<file path="config.mk">
export PLATFORM = sky130hd
export DESIGN_NAME = frame_step_sequencer
export DESIGN_NICKNAME = d
export VERILOG_FILES = /design/src/rtl/fss_pkg.sv /design/src/rtl/fss_engine.sv /design/src/rtl/frame_step_sequencer.sv
export SDC_FILE = /design/constraint.sdc
export NUM_CORES = 1
export LEC_CHECK = 0
export BUFFER_PORTS_ARGS = -buffer_cell sky130_fd_sc_hd__buf_2
export CAP_MARGIN = 5
export CORE_UTILIZATION = 40
export CTS_BUF_LIST = sky130_fd_sc_hd__clkbuf_8
export DETAILED_ROUTE_END_ITERATION = 10
export PLACE_DENSITY_LB_ADDON = 0.3
export SLEW_MARGIN = 20
export SYNTH_ARGS = -nofsm -noshare
export SYNTH_HDL_FRONTEND = slang
export SYNTH_SLANG_ARGS = --single-unit
</file>
<file path="constraint.sdc">
create_clock -name clk -period 8.8 [get_ports clk]
set_input_delay 1.76 -clock clk [delete_from_list [all_inputs] [get_ports clk]]
set_output_delay 1.76 -clock clk [all_outputs]
set_load 0.1 [all_outputs]
</file>
<file path="src/rtl/fss_pkg.sv">
// fss_pkg: shared types and constants for the frame step sequencer
// item and result payload structs, register indexes, action codes
// no dependencies
package fss_pkg;

	localparam int MAX_STEPS = 16;
	localparam int STEP_W    = 4;
	localparam int COUNT_W   = 5;
	localparam int MS_W      = 16;
	localparam int CD_W      = 32;

	localparam int CFG_IDX_W  = 2;
	localparam int CFG_DATA_W = 5;

	localparam logic [CFG_IDX_W-1:0] REG_STEP_COUNT   = 2'd0;
	localparam logic [CFG_IDX_W-1:0] REG_LOOP_ENABLE  = 2'd1;
	localparam logic [CFG_IDX_W-1:0] REG_REVERSE_MODE = 2'd2;

	typedef enum logic [1:0] {
		ACT_TICK    = 2'd0,
		ACT_RESTART = 2'd1,
		ACT_JUMP    = 2'd2,
		ACT_WRITE   = 2'd3
	} action_t;

	typedef struct packed {
		action_t           action;
		logic [MS_W-1:0]   delta_ms;
		logic [STEP_W-1:0] step_index;
		logic [MS_W-1:0]   duration_ms;
	} item_t;

	typedef struct packed {
		logic [STEP_W-1:0]      current_step;
		logic                   finished;
		logic signed [CD_W-1:0] remaining_ms;
	} result_t;

	typedef struct packed {
		logic [COUNT_W-1:0] step_count;
		logic               loop_enable;
		logic               reverse_mode;
	} cfg_t;

endpackage

</file>
<file path="src/rtl/fss_engine.sv">
// fss_engine: sequencer state, duration table and the per-item update logic
// depends on fss_pkg
module fss_engine (
	input  logic            clk,
	input  logic            arst_n,
	input  logic            fire,
	input  fss_pkg::item_t  item,
	input  fss_pkg::cfg_t   cfg,
	output fss_pkg::result_t res
);

	localparam int W34 = fss_pkg::CD_W + 2;
	localparam logic signed [W34-1:0] CD_MIN = 34'sh3_8000_0000;

	logic [fss_pkg::MS_W-1:0]          dur_tab_q [fss_pkg::MAX_STEPS];
	logic [fss_pkg::STEP_W-1:0]        step_q;
	logic signed [fss_pkg::CD_W-1:0]   cd_q;
	logic                              end_q;

	logic [fss_pkg::COUNT_W-1:0]       cnt;
	logic signed [W34-1:0]             cd_ext;
	logic signed [W34-1:0]             diff;
	logic signed [fss_pkg::CD_W-1:0]   cd_sat;
	logic [fss_pkg::STEP_W-1:0]        nxt;
	logic                              wrap;
	logic [fss_pkg::STEP_W-1:0]        rd_addr;
	logic [fss_pkg::MS_W-1:0]          dur;
	logic signed [W34-1:0]             base;
	logic signed [W34-1:0]             sum;
	logic signed [W34-1:0]             half;
	logic signed [fss_pkg::CD_W-1:0]   start;
	logic [fss_pkg::STEP_W-1:0]        step_n;
	logic signed [fss_pkg::CD_W-1:0]   cd_n;
	logic                              end_n;

	always_comb begin
		cnt = (cfg.step_count > fss_pkg::COUNT_W'(fss_pkg::MAX_STEPS))
			? fss_pkg::COUNT_W'(fss_pkg::MAX_STEPS) : cfg.step_count;
		cd_ext = {{2{cd_q[fss_pkg::CD_W-1]}}, cd_q};
		diff   = cd_ext - $signed({18'd0, item.delta_ms});
		cd_sat = (diff < CD_MIN) ? 32'sh8000_0000 : diff[fss_pkg::CD_W-1:0];

		// neighbor step, independent of the countdown so the table read runs in parallel
		wrap = 1'b0;
		if (cfg.reverse_mode) begin
			if (step_q != '0) begin
				nxt = step_q - 4'd1;
			end else begin
				wrap = 1'b1;
				nxt  = fss_pkg::STEP_W'(cnt - 5'd1);
			end
		end else begin
			if (({1'b0, step_q} + 5'd1) < cnt) begin
				nxt = step_q + 4'd1;
			end else begin
				wrap = 1'b1;
				nxt  = '0;
			end
		end

		case (item.action)
			fss_pkg::ACT_JUMP:    rd_addr = item.step_index;
			fss_pkg::ACT_RESTART: rd_addr = '0;
			default:              rd_addr = nxt;
		endcase
		dur = dur_tab_q[rd_addr];

		// entry into a step: carry the overshoot but keep at least half the duration
		base = (item.action == fss_pkg::ACT_TICK) ? diff : cd_ext;
		sum  = base + $signed({18'd0, dur});
		half = $signed({19'd0, dur[fss_pkg::MS_W-1:1]});
		if (base >= 0) begin
			start = $signed({16'd0, dur});
		end else if (sum < half) begin
			start = half[fss_pkg::CD_W-1:0];
		end else begin
			start = sum[fss_pkg::CD_W-1:0];
		end

		step_n = step_q;
		cd_n   = cd_q;
		end_n  = end_q;
		case (item.action)
			fss_pkg::ACT_TICK: begin
				end_n = 1'b0;
				if (cnt != '0) begin
					cd_n = cd_sat;
					if (diff <= 0) begin
						end_n = wrap;
						if ((!wrap || cfg.loop_enable) && (nxt != step_q)
							&& ({1'b0, nxt} < cnt)) begin
							step_n = nxt;
							cd_n   = start;
						end
					end
				end
			end
			fss_pkg::ACT_RESTART: begin
				step_n = '0;
				end_n  = 1'b0;
				cd_n   = (cnt != '0) ? $signed({16'd0, dur}) : '0;
			end
			fss_pkg::ACT_JUMP: begin
				if ({1'b0, item.step_index} < cnt) begin
					step_n = item.step_index;
					cd_n   = start;
				end
			end
			default: ;
		endcase

		res.current_step = step_n;
		res.finished     = end_n;
		res.remaining_ms = cd_n;
	end

	always_ff @(posedge clk or negedge arst_n) begin
		if (!arst_n) begin
			step_q <= '0;
			cd_q   <= '0;
			end_q  <= 1'b0;
		end else if (fire) begin
			step_q <= step_n;
			cd_q   <= cd_n;
			end_q  <= end_n;
		end
	end

	// duration table holds no reset, entries are defined once written
	always_ff @(posedge clk) begin
		if (fire && (item.action == fss_pkg::ACT_WRITE)) begin
			dur_tab_q[item.step_index] <= item.duration_ms;
		end
	end

endmodule

</file>
<file path="src/rtl/frame_step_sequencer.sv">
// frame_step_sequencer: top level with item/result handshake and config registers
// depends on fss_pkg and fss_engine
//
// Takes one item per clock while the result side does not stall and returns
// exactly one result per item. An item is held in the input register, where
// the engine updates step, countdown and finished flag in a single pass, and
// the result is captured in the output register when the item moves on. The
// rate is set by the step/countdown state loop. The result register keeps its
// transfer pending under stall while the input register still holds the next
// item. Configuration is written through cfg_we/cfg_index/cfg_wdata while the
// block is idle, a rule for the user that the block does not enforce; index 0
// is step_count, 1 loop_enable, 2 reverse_mode, other indexes are ignored.
module frame_step_sequencer (
	input  logic                              clk,
	input  logic                              arst_n,
	input  logic                              item_valid,
	output logic                              item_stall,
	input  fss_pkg::item_t                    item,
	output logic                              result_valid,
	input  logic                              result_stall,
	output fss_pkg::result_t                  result,
	input  logic                              cfg_we,
	input  logic [fss_pkg::CFG_IDX_W-1:0]     cfg_index,
	input  logic [fss_pkg::CFG_DATA_W-1:0]    cfg_wdata
);

	fss_pkg::cfg_t    cfg_q;
	fss_pkg::item_t   item_s1;
	logic             valid_s1;
	fss_pkg::result_t result_q;
	logic             result_valid_q;
	fss_pkg::result_t res;
	logic             fire;
	logic             accept;

	assign fire       = valid_s1 && (!result_valid_q || !result_stall);
	assign item_stall = valid_s1 && !fire;
	assign accept     = item_valid && !item_stall;

	assign result_valid = result_valid_q;
	assign result       = result_q;

	always_ff @(posedge clk or negedge arst_n) begin
		if (!arst_n) begin
			cfg_q.step_count   <= '0;
			cfg_q.loop_enable  <= 1'b1;
			cfg_q.reverse_mode <= 1'b0;
		end else if (cfg_we) begin
			case (cfg_index)
				fss_pkg::REG_STEP_COUNT:   cfg_q.step_count   <= cfg_wdata;
				fss_pkg::REG_LOOP_ENABLE:  cfg_q.loop_enable  <= cfg_wdata[0];
				fss_pkg::REG_REVERSE_MODE: cfg_q.reverse_mode <= cfg_wdata[0];
				default: ;
			endcase
		end
	end

	always_ff @(posedge clk or negedge arst_n) begin
		if (!arst_n) begin
			valid_s1       <= 1'b0;
			result_valid_q <= 1'b0;
		end else begin
			if (accept) begin
				valid_s1 <= 1'b1;
			end else if (fire) begin
				valid_s1 <= 1'b0;
			end
			if (fire) begin
				result_valid_q <= 1'b1;
			end else if (!result_stall) begin
				result_valid_q <= 1'b0;
			end
		end
	end

	always_ff @(posedge clk) begin
		if (accept) begin
			item_s1 <= item;
		end
		if (fire) begin
			result_q <= res;
		end
	end

	fss_engine u_engine (
		.clk    (clk),
		.arst_n (arst_n),
		.fire   (fire),
		.item   (item_s1),
		.cfg    (cfg_q),
		.res    (res)
	);

	// input side only stalls behind an item that could not move on
	a_stall_needs_item: assert property (@(posedge clk) disable iff (!arst_n)
		item_stall |-> valid_s1)
		else $error("item stall without a held item");

	// every processed item lands in the result register
	a_fire_gives_result: assert property (@(posedge clk) disable iff (!arst_n)
		fire |=> result_valid_q)
		else $error("processed item produced no result");

	// restart always returns to the first step with the flag clear
	a_restart_home: assert property (@(posedge clk) disable iff (!arst_n)
		fire && (item_s1.action == fss_pkg::ACT_RESTART)
		|=> (result_q.current_step == '0) && !result_q.finished)
		else $error("restart did not return to the first step");

	// a result held under stall is not overwritten
	a_held_result: assert property (@(posedge clk) disable iff (!arst_n)
		result_valid_q && result_stall |-> !fire)
		else $error("pending result overwritten");

endmodule

</file>
-- Word-level counts from Yosys, hierarchy flattened
Memories as Yosys holds them, arrays and structs flattened.
Index checks and enable logic that the tools add are counted.
- logic and storage cells: 90
- output and inout bits: 39
- memory bits (writable): 256
- register bits: 121
- memories kept: 1
- bits of input ports: 50
- equality and inequality tests: 7
- $add $sub $neg: 6
- reductions and logical operators: 21
- multiplexer cells: 32
- order comparisons: 8
- memories (memory ; depth ; bits a word ; rd ports ; clocked after memory_dff ; write ports ; line ; RTL):
    u_engine.dur_tab_q ; 16 ; 16 ; 1 ; 0 ; 1 ; fss_engine.sv:15 ; logic [fss_pkg::MS_W-1:0] dur_tab_q [fss_pkg::MAX_STEPS];
- operators by type and width (operator ; number):
    $mux W32 ; 7
    $pmux W32 S3 ; 1
    $add A34 B17 Y34 ; 1
    $ge A34 B1 Y1 const B ; 1
    $le A34 B1 Y1 const B ; 1
    $lt A34 B16 Y1 ; 1
    $lt A34 B32 Y1 const B ; 1
    $mux W34 ; 1
    $sub A32 B17 Y33 ; 1
    $mux W4 ; 7
    $mux W16 ; 1
    $pmux W4 S3 ; 1
    $mux W1 ; 11
    $lt A4 B5 Y1 ; 2
    $pmux W4 S2 ; 1
    $sub A4 B1 Y4 const B ; 2
    $eq A2 B2 Y1 const B ; 3
    $logic_and A1 B1 Y1 ; 6
    $reduce_and A2 Y1 ; 3
    $add A4 B1 Y5 const B ; 1
    $gt A5 B5 Y1 const B ; 1
    $logic_not A1 Y1 ; 5
    $lt A5 B5 Y1 ; 1
    $mux W5 ; 1
    other kinds (10) ; 13

-- Depth between registers and ports, before layout
An unclocked memory read counts as a cell.
- depth after elaboration: 15
- mapped depth: 38
- mapped depth without buffers: 32

-- Cells and area by module
Synthesis repeated with hierarchy kept, for this count alone.
- cells, all modules: 1964
- area, all modules: 20618.5 µm²
- modules (own cells, without submodules) (module ; seq. area each (µm²) ; area an instance (µm²) ; instances ; cells an instance):
    fss_engine ; 8613.3 ; 17991.0 ; 1 ; 1864
    frame_step_sequencer ; 2478.6 ; 2627.5 ; 1 ; 100

-- Worst setup path after synthesis
No wires, ideal clock.
- kind: register to register
- from: register u_engine.step_q[0] in the netlist's numbering
- to: register result_q (netlist bit result[8]), data pin
- buffers on the path: 6
- data required time: 8.537 ns
- period minus slack after synthesis: 7.897 ns
- stages on the path, launching flop included: 38
- arrival time: 7.634 ns
- setup time: 0.263 ns
- setup slack: 0.903 ns
- cells stage by stage: dfrtp_1 -> clkbuf_1 -> inv_1 -> ha_1 -> or3b_2 -> clkbuf_1 -> nor2_1 -> a21oi_1 -> ha_1 -> a21oi_1 -> o31ai_1 -> mux2i_1 -> clkbuf_1 -> clkbuf_1 -> clkbuf_1 -> a31oi_1 -> a211oi_1 -> a21oi_1 -> [... 2 more ...] -> a211oi_1 -> o21ai_0 -> o31a_1 -> a31oi_1 -> o21ai_0 -> xor2_1 -> ha_1 -> nor2b_1 -> o21ai_0 -> nand2b_1 -> a211o_1 -> a311oi_1 -> o221ai_1 -> a2111oi_2 -> nor2_1 -> buf_6 -> o221ai_1 -> a21oi_1
- RTL lines (element ; line ; RTL):
    start, declared ; fss_engine.sv:16 ; logic [fss_pkg::STEP_W-1:0] step_q;
    start signal, assigned ; fss_engine.sv:123 ; step_q <= step_n;
    end signal, assigned ; frame_step_sequencer.sv:81 ; result_q <= res;
    end, declared ; frame_step_sequencer.sv:30 ; fss_pkg::result_t result_q;

==> results.sh <==
export IMPL_timing_final_crit_share=0.922
export IMPL_worst_slew_pin_slew_ps=1110
export IMPL_grt_remaining_overflow=0
export IMPL_path_delay_family="compound AO/OA/AOI/OAI gates"
export IMPL_startpoint_type="flip-flop"
export IMPL_drive_above_1_share=0.170
export IMPL_rows=82
export IMPL_grt_usage=0.222
export IMPL_required_ps=9190
export IMPL_finalSetupViolCount=0
export IMPL_area_delta_synth_final_pct=14.3
export IMPL_tritoncts="built"
export IMPL_grt_pass1_wl_um=86300
export IMPL_synth_nets=1907
export IMPL_synth_top_cell_area_share=0.492
export IMPL_path_buf_inv=3
export IMPL_hpwl_um=37300
export IMPL_yosys_area_top_type="edfxtp_1"
export IMPL_worst_path_max_fanout=14
export IMPL_max_stage_delay_ps=530
export IMPL_clk_latency_ps=650
export IMPL_ys_types=86
export IMPL_drtPass1Iterations=5
export IMPL_rsz0062_at_grt="false"
export IMPL_initial_core_util=0.404
export IMPL_htree_levels=3
export IMPL_routed_wirelength_um=56900
export IMPL_max_freq_ghz=0.123
export IMPL_top_layer_used="met4"
export IMPL_path_class="flip-flop to flip-flop"
export IMPL_io_pins=89
export IMPL_leakage_nw=8.64
export IMPL_arrival_ps=8500
export IMPL_final_hold_violation_count=0
export IMPL_clkTransAtPathRegs_ps=60
export IMPL_cts_root_buffer="clkbuf_8"
export IMPL_drt_iter0_drc=1294
export IMPL_r2r_slack_ps=690
export IMPL_wl_per_cell_um=21.5
export IMPL_outcome="complete, no violations"
export IMPL_synth_edff_count=331
export IMPL_fin_worst_skew_ps=36.5
export IMPL_clockBufferDepth=3
export IMPL_grt_pass1_vias=14700
export IMPL_peakVddDrop_mv=0.168
export IMPL_yosysWarningCount=0
export IMPL_synth_seq_cells=377
export IMPL_hold_buffers=0
export IMPL_core_area_mm2=0.0500
export IMPL_wl_met1_um=25300
export IMPL_finalSetupTns_ps=0
export IMPL_hold_path_class="flip-flop to flip-flop"
export IMPL_multiInputGateArea_mm2=0.00857
export IMPL_die_w_um=227
export IMPL_seqCellArea_mm2=0.0111
export IMPL_fp_dieH_um=227
export IMPL_syn_cell_area_mm2=0.0202
export IMPL_vias=15300
export IMPL_synthCells=1792
export IMPL_place_area_mm2=0.0216
export IMPL_layout_min_cycle_time_ps=8110
export IMPL_drtAntennaViolNets=0
export IMPL_avgSynthCellArea_um2=11.3
export IMPL_endpoint_kind="flip-flop"
export IMPL_drc=0
export IMPL_fillCellCount=4590
export IMPL_grt_max_degree=101
export IMPL_port_buffers=88
export IMPL_place_congestion=0.928
export IMPL_synthTopCellsByArea="edfxtp_1, dfrtp_1, ha_1, a211oi_1, a21oi_1"
export IMPL_wl_met2_um=27300
export IMPL_slew_viol_final=0
export IMPL_die_area_mm2=0.0514
export IMPL_synthArstFlopShare=0.122
export IMPL_cts_made_buffers=69
export IMPL_antenna_found_initial=1
export IMPL_ys_seq_area_frac=0.549
export IMPL_slew_headroom=0.259
export IMPL_synthFlopType="edfxtp_1"
export IMPL_pwr_density_cell_mw_per_mm2=400
export IMPL_fin_area_mm2=0.0231
export IMPL_cts_sinks=377
export IMPL_finalNetCount=2028
export IMPL_cp_common_cell="ha_1"
export IMPL_wl_met3_um=3040
export IMPL_maxCapViolCount=0
export IMPL_cpMaxStageDelayCell="nor4_1"
export IMPL_viasPerCell=5.78
==> cell usage after synthesis, drive strengths merged (12+ instances only) <==
| cell | instances |
|---|---|
| inv | 64 |
| a22oi | 20 |
| a21o | 28 |
| o21ai | 79 |
| o221ai | 17 |
| and2 | 30 |
| or3 | 20 |
| buf | 26 |
| mux2 | 21 |
| nor3 | 34 |
| dfrtp | 45 |
| nor2 | 88 |
| nand2b | 16 |
| nor4 | 12 |
| ha | 63 |
| a31oi | 44 |
| mux2i | 62 |
| nand3 | 20 |
| edfxtp | 331 |
| a211oi | 95 |
| clkbuf | 76 |
| xor2 | 17 |
| nand4 | 16 |
| nor2b | 53 |
| nand2 | 171 |
| a221o | 15 |
| xnor2 | 32 |
| a21oi | 141 |
==> what timing repair did <==
item,in CTS,in global routing
gates resized for setup,0,5
buffers inserted,0,6
endpoints found under the hold margin,0,0
setup endpoints to repair,0,30
==> power by group <==
part / switching (W) / leakage [nW] / internal [W]
clock network: 0.000763 / 0.786 / 0.000912
registers: 0.000219 / 3.61 / 0.00212
logic: 0.00334 / 4.25 / 0.00190
==> kinds of logic after synthesis <==
kind of cell               Yosys count  share of synthesized area
DFF                                377                      0.549
muxes                               83                     0.0424
xor gates and xnor gates            50                     0.0224
adders and majority gates           67                     0.0420
AOI/OAI and AO/OA                  530                      0.180
buffers and inverters              166                     0.0336
and+or+nand+nor                    519                      0.131
==> layer usage <==
metal | GRT usage | vias to the layer above
li1 | - | 7116
met1 | 0.295 | 7560
met2 | 0.365 | 494
met3 | 0.0360 | 84
met4 | 0.0800 | 0
met5 | 0 | -
==> flip-flops by register name, summed over array words and instances (netlist names) <==
register            count
u_engine.dur_tab_q    256
item_s1                38
result                 37
u_engine.cd_q          32
cfg_q                   7
u_engine.step_q         4
result_valid            1
u_engine.end_q          1
valid_s1                1
==> through the flow <==
| stage | hold slack (ps) | total power, W | utilization | std cells | worst slack, ps |
|---|---|---|---|---|---|
| floorplan | 446 | 0.00609 | - | 1792 | 903 |
| global placement | 462 | 0.00745 | 0.433 | 2507 | 544 |
| detailed placement | 471 | 0.00747 | 0.433 | 2507 | 448 |
| CTS | 481 | 0.00919 | 0.461 | 2633 | 459 |
| global route | 512 | 0.00988 | 0.462 | 2641 | 4.11 |
| finish | 480 | 0.00925 | 0.462 | 2641 | 686 |
==> tightest hold or removal path: cells and delay by family, from the launching register on <==
kind             cells  cell delay [ps]
flip-flops           1              340
AND/OR/NAND/NOR      2              100
==> final timing paths <==
kind,from,to,cells past startpoint
max,u_engine.step_q[1],result[8],32
min,u_engine.end_q,u_engine.end_q,2
max reg2reg,u_engine.step_q[1],result[8],32
min reg2reg,u_engine.end_q,u_engine.end_q,2
max in group asynchronous,arst_n,u_engine.step_q[0],2
min in group asynchronous,arst_n,u_engine.cd_q[10],2
==> final cells by class <==
cell class                 count  share of cell area
timing repair buffer         151              0.0417
tap                          672              0.0364
clock buffer                  71              0.0423
sequential                   377               0.480
antenna                        1            0.000108
multi-input combinational   1250               0.371
inverter                      64              0.0104
clock inverter                55              0.0174
==> cell usage in the layout (no fill, tap or decap), types with 14 or more instances in the layout <==
cell | synthesis | layout
edfxtp_1 | 331 | 331
a22oi_1 | 20 | 20
dfrtp_1 | 45 | 45
ha_1 | 63 | 63
o21ai_0 | 74 | 72
buf_4 | 6 | 59
a211oi_1 | 93 | 93
clkbuf_8 | 0 | 71
nor2_2 | 0 | 14
nand2b_1 | 16 | 16
mux2_2 | 21 | 21
clkinv_1 | 0 | 14
and2_1 | 30 | 29
or3_1 | 20 | 20
nor2b_1 | 53 | 53
nor2_1 | 88 | 74
nand2_1 | 171 | 171
a31oi_1 | 44 | 44
xnor2_1 | 32 | 31
a21oi_1 | 131 | 129
nand3_1 | 20 | 20
inv_1 | 64 | 86
nor3_1 | 33 | 28
a21o_1 | 28 | 28
buf_2 | 14 | 88
a221o_1 | 15 | 15
nand4_1 | 16 | 16
xor2_1 | 17 | 17
mux2i_1 | 62 | 61
No activity file was read; power rests on OpenSTA's default activity.
